### config.mk
export PLATFORM = sky130hd
export DESIGN_NAME = vmt_fifo
export DESIGN_NICKNAME = d
export VERILOG_FILES = /design/src/design/vmt_pkg.sv /design/src/design/vmt_fifo.sv
export SDC_FILE = /design/constraint.sdc
export NUM_CORES = 1
export LEC_CHECK = 0
export CORE_ASPECT_RATIO = 1.75
export CORE_MARGIN = 3
export CORE_UTILIZATION = 60
export CTS_CLUSTER_SIZE = 30
export DETAILED_ROUTE_END_ITERATION = 6
export DONT_BUFFER_PORTS = 1
export GPL_ROUTABILITY_DRIVEN = 0
export PLACE_DENSITY = 0.82
export SYNTH_ARGS = -nofsm -noshare
export SYNTH_HDL_FRONTEND = slang
export SYNTH_SLANG_ARGS = --single-unit
### constraint.sdc
create_clock -name clock -period 9.62 [get_ports clock]
set_input_delay 0 -clock clock [delete_from_list [all_inputs] [get_ports clock]]
set_output_delay 0 -clock clock [all_outputs]
set_load 0.01 [all_outputs]
### src/design/vmt_pkg.sv
package vmt_pkg;

   localparam int FRAC_BITS_DEF = 16;
   localparam int NUM_REGS = 8;
   localparam int FIFO_DEPTH = 2;

   localparam logic [1:0] STATUS_OK = 2'd0;
   localparam logic [1:0] STATUS_WZERO = 2'd1;
   localparam logic [1:0] STATUS_SAT = 2'd2;

   typedef logic [NUM_REGS-1:0][63:0] coef_regs_type;

   typedef struct packed {
      logic signed [31:0] pos_x;
      logic signed [31:0] pos_y;
      logic signed [31:0] pos_z;
   } vertex_in_type;

   typedef struct packed {
      logic signed [31:0] out_x;
      logic signed [31:0] out_y;
      logic signed [31:0] out_z;
      logic [1:0]         status;
   } vertex_out_type;

   // classified row sums handed from front to back
   typedef struct packed {
      logic signed [2:0][31:0] t;
      logic signed [31:0]      w;
      logic                    sat;
      logic                    w_zero;
      logic                    w_one;
   } front_entry_type;

endpackage

### src/design/vmt_fifo.sv
module vmt_fifo (
   input  logic                     clock,
   input  logic                     reset,
   input  logic                     push,
   input  vmt_pkg::front_entry_type push_data,
   output logic                     pop,
   output vmt_pkg::front_entry_type pop_data,
   output logic                     full
);

   localparam int PW = $clog2(vmt_pkg::FIFO_DEPTH);

   vmt_pkg::front_entry_type mem_ff [vmt_pkg::FIFO_DEPTH];
   logic [PW-1:0] wr_ff, wr_in, rd_ff, rd_in;
   logic [PW:0]   cnt_ff, cnt_in;
   logic do_push;

   // back end never stalls, so it drains every cycle there is an entry
   assign pop = (cnt_ff != '0);
   assign full = (cnt_ff == (PW+1)'(vmt_pkg::FIFO_DEPTH));
   assign do_push = push && !full;
   assign pop_data = mem_ff[rd_ff];

   always_comb begin
      wr_in = do_push ? PW'(wr_ff + 1'b1) : wr_ff;
      rd_in = pop ? PW'(rd_ff + 1'b1) : rd_ff;
      cnt_in = cnt_ff + (PW+1)'(do_push) - (PW+1)'(pop);
   end

   always_ff @(posedge clock) begin
      if (do_push) mem_ff[wr_ff] <= push_data;
      if (reset) begin
         wr_ff <= '0;
         rd_ff <= '0;
         cnt_ff <= '0;
      end else begin
         wr_ff <= wr_in;
         rd_ff <= rd_in;
         cnt_ff <= cnt_in;
      end
   end

endmodule

## Word level (Yosys, flattened, before mapping)

Memories as Yosys holds them, arrays and structs flattened. A register that Yosys moved wholly into a read port is not among the register bits.
Cells that the tools add are included.

- Bits of input ports: 134
- Bits in latches: 0
- Memories: 1
- Flip-flop bits (word level): 4
- Bits in writable memories: 262
- Output and inout bits: 133
- Logic and storage cells: 16
- ROM bits: 0

- Muxes and demuxes: 4
- Multipliers: 0
- Eq/ne operators: 1
- Reductions and logical operators: 3
- $add $sub $neg: 4
- Shift-type cells: 0
- Magnitude comparators: 0
- Bitwise gates (word level): 0
- Divide/modulo/power cells: 0

Memories:

| memory | words | bits a word | read ports | clocked after Yosys merged registers in | wr ports | RTL line | RTL |
|---|---|---|---|---|---|---|---|
| mem_ff | 2 | 131 | 1 | 1 | 1 | vmt_fifo.sv:13 | `vmt_pkg::front_entry_type mem_ff [vmt_pkg::FIFO_DEPTH];` |

Operators with widths:

| kind | count |
|---|---|
| 1-bit two-way mux | 4 |
| 1-bit adder, second input constant | 2 |
| 2-bit by 1-bit adder with 2-bit output | 1 |
| 2-bit equality test, second input constant | 1 |
| 2-bit nonzero test | 1 |
| 2-bit by 1-bit subtractor with 2-bit output | 1 |
| 1-bit logical AND | 1 |
| 1-bit logical NOT | 1 |

## Longest topological paths before layout

- Word-level depth: 5
- Gate-level depth with buffers: 4
- Mapped depth without buffers: 4

## Worst setup path before layout

OpenSTA, ideal clock, no wires.

- Path type: reg2reg
- Start: reg cnt_ff[0]
- End: mem mem_ff[1][0] (netlist name) (enable)
- Data required time: 9114 ps
- Path slack: 5618 ps
- Setup time: 506 ps
- Cell stages (with the launch flop): 3
- Clock period less this slack: 4002 ps
- Data arrival time: 3496 ps
- Path buffers: 0
- Cell sequence: dfxtp_1 -> nand2b_2 -> and3_1

- Longest elaborated chain between the ends: 5

RTL lines:

| item | RTL line | RTL |
|---|---|---|
| start: declaration | vmt_fifo.sv:15 | `logic [PW:0] cnt_ff, cnt_in;` |
| start signal: assignment | vmt_fifo.sv:39 | `cnt_ff <= cnt_in;` |
| 2-bit equality test | vmt_fifo.sv:20 | `assign full = (cnt_ff == (PW+1)'(vmt_pkg::FIFO_DEPTH));` |
| 1-bit logical NOT | vmt_fifo.sv:21 | `assign do_push = push && !full;` |
| 1-bit logical AND | vmt_fifo.sv:21 |  |
| 1-bit two-way mux | vmt_fifo.sv:31 | `if (do_push) mem_ff[wr_ff] <= push_data;` |
| 1-bit two-way mux (implied by the code) | vmt_fifo.sv:31 |  |
| end: declaration | vmt_fifo.sv:13 |  |

No other way between the ends.

==> metrics <==
outcome=finished, final reports clean; Post-CTS Repair Setup Buffers=0; Min Hold Slack=113 ps; final WL=20.4 mm; routed len/inst=25.1 um; Max transition margin=15.3%; crit path time final=3130 ps; Worst Skew=15.7 ps; Post-Synth Adder-Cell Area=0%; M1 GR Usage=22.8%; slowest stage delay, CP=1020 ps; CORE AREA=0.0161 mm^2; Min-Delay Path Class=in2reg; setup violators final=0; CP bufs+invs=1; ANT nets after route=0; post-cts gate resize count=0; first-pass iteration count of the detailed router=4; layout cells sized above 1=29.1%; Worst Hold Path EP=mem_ff[1][94]$_DFFE_PP_; WHS Path Cells=1; final count of pins violating max slew=0; Crit path depth=2; GRT Resource Usage Total=21.6%; Mapped Nets=562; DP HPWL=11.9 mm; Worst R2R Setup Slack=6680 ps; cell count after synthesis=428; root buffer cell=clkbuf_16; grt met3 use=5.37%; Die Footprint=0.0183 mm^2; Congestion Overflow GR=0; depth of the most critical reg-to-reg path=5; Layout area overhead=22.5%; # port buffers=0; CP Launch Type=flop; clk_lat worst skew=500 ps; synthesized area per cell=23.4 um^2; Residual DRC=0; Fillers=845; setup TNS=0 ps; vias per cell=5.58; nets@finish=707; H-tree lvl count=1; total number of vias=4529; mux contribution to synthesized area=18.1%; Max Clk Rate=0.319 GHz; Die Ht=177 um; first-pass GRT wire length=30.1 mm; critical path arrival=3130 ps; 1st-iter DRT viols=271; main combinational cell family by area after synthesis=multiplexers; top cell type's share of synthesized area=78.6%; Worst-path clk slew=70 ps; VDD IR max=0.182 mV; initial antenna violation count=3; Critical Path RT=9620 ps; Fin. Hold Viols=0; Post-Synth Simple-Gate Area=0.425%; CP cell instances=buf_4 -> mux2_2; share of the yosys chip area belonging to registers=79.6%; Max FO, Critical Path=68; CP delay by family, top=flip-flops; FP Rows=61; FF+latch count, synth=267; Synth Area in Compound Gates=0.150%; cts hold-fix bufs=133; TritonCTS buffer count=22; Critical Setup Path Class=reg2out; GR peak layer=met2; global-route met2 utilization=41.3%; RSZ-0062 raised after global routing=false; largest net degree at the start of global routing=94; CTS Buffer Depth=3; I/O Pins=267; Post-Synthesis Cell Area=0.0100 mm^2; vias in the first global route=5073; CTS tree=yes; FF-to-FF End=mem_ff[0][16]$_DFFE_PP_; Synth warnings=0; Worst Max-Slew Pin Slew=1270 ps; Chip Width=104 um; hold_sp=push; Synth area leader=edfxtp_1; CP Capture Type=output pin; R2R Path Start=cnt_ff[0]$_SDFF_PP0_; max_cap viols=0; Synth cell types=17; part of the cycle the worst path needs=32.6%; clock sink total=267; pwr dens=207 mW/mm^2; Post-Synth XOR/XNOR Area=0.0875%; Initial Util=62.1%; slowest cell on the critical path=dfxtp_4; Synth area leaders=edfxtp_1, mux2_4, mux2_2; Leak=0.00429 uW
cell families after synthesis:
kind of cell	after synthesis
flip-flops	267
multiplexers	131
buffers and inverters	18
AND/OR/NAND/NOR	8
AO/OA/AOI/OAI	3
XOR/XNOR	1
layout make-up:
cell class	count	area, um^2	area share, %
multi-input cells	143	1880	15.4
flip-flops and latches	267	7970	65.0
clock buffers	24	579	4.73
repair buffers	136	1350	11.0
inverters	3	13.8	0.112
diodes	4	10.0	0.0817
clock inverters	14	168	1.37
well taps	220	275	2.25
per-layer routing:
metal	part of all wire, %	up-vias
met1	33	2286
met2	57	209
met5	0	-
li1	-	1987
met4	3.5	0
met3	6.6	47
flip-flops by register name, indices dropped and copies added, names as in the netlist, named ones only:
name,count
wr_ff,1
cnt_ff,2
rd_ff,1
mem_ff,262
how the worst max path moves through the flow:
stage,end,slack (ps)
detailed placement,mem_ff[0][7]$_DFFE_PP_,6820
floorplan,mem_ff[1][0]$_DFFE_PP_,5620
finish,pop_data[125],6490
CTS,pop_data[125],6480
global route,pop_data[19],6330
global placement,mem_ff[0][58]$_DFFE_PP_,6920
cell usage in the layout (no fill, tap or decap), drive strengths merged:
master	count
dfxtp	5
a21oi	2
buf	3
clkbuf	24
o21ai	1
diode	4
and3	1
nand2b	1
nand2	1
bufinv	4
mux2	131
dlygate4sd3	133
nor2	3
inv	4
clkinv	9
xnor2	1
edfxtp	262
or3	1
or2	1
power breakdown:
group	switching, uW	total [uW]	internal, uW
Sequential	27.8	1370	1350
Combinational	119	238	119
Clock	385	926	542
metrics by stage:
step / total power, uW / setup slack [ps] / instances / area [um^2] / utilization, %
after floorplan: 1550 / 5620 / 428 / 10000 / -
after global placement: 1570 / 6920 / 636 / 10200 / 63.1
after detailed placement: 1580 / 6820 / 636 / 10200 / 63.1
after CTS: 2540 / 6480 / 807 / 12200 / 76.0
after global routing: 2610 / 6330 / 810 / 12300 / 76.1
final: 2540 / 6490 / 811 / 12300 / 76.1
worst reg2reg max path, stage by stage (launching register included):
cell	delay [ps]
dfxtp_1	350
nand2b_2	160
inv_1	100
or3_1	400
inv_4	400
buf_4	1000
synth_stat cells:
cell type  instances
edfxtp_1         262
mux2_4            90
mux2_2            41
buf_6             10
dfxtp_1            5
buf_2              4
inv_1              3
nor2_1             3
a21oi_1            2
and3_1             1
buf_8              1
nand2_1            1
nand2b_2           1
o21ai_0            1
or2_2              1
or3_1              1
xnor2_1            1
No activity file was read; power rests on OpenSTA's default activity.
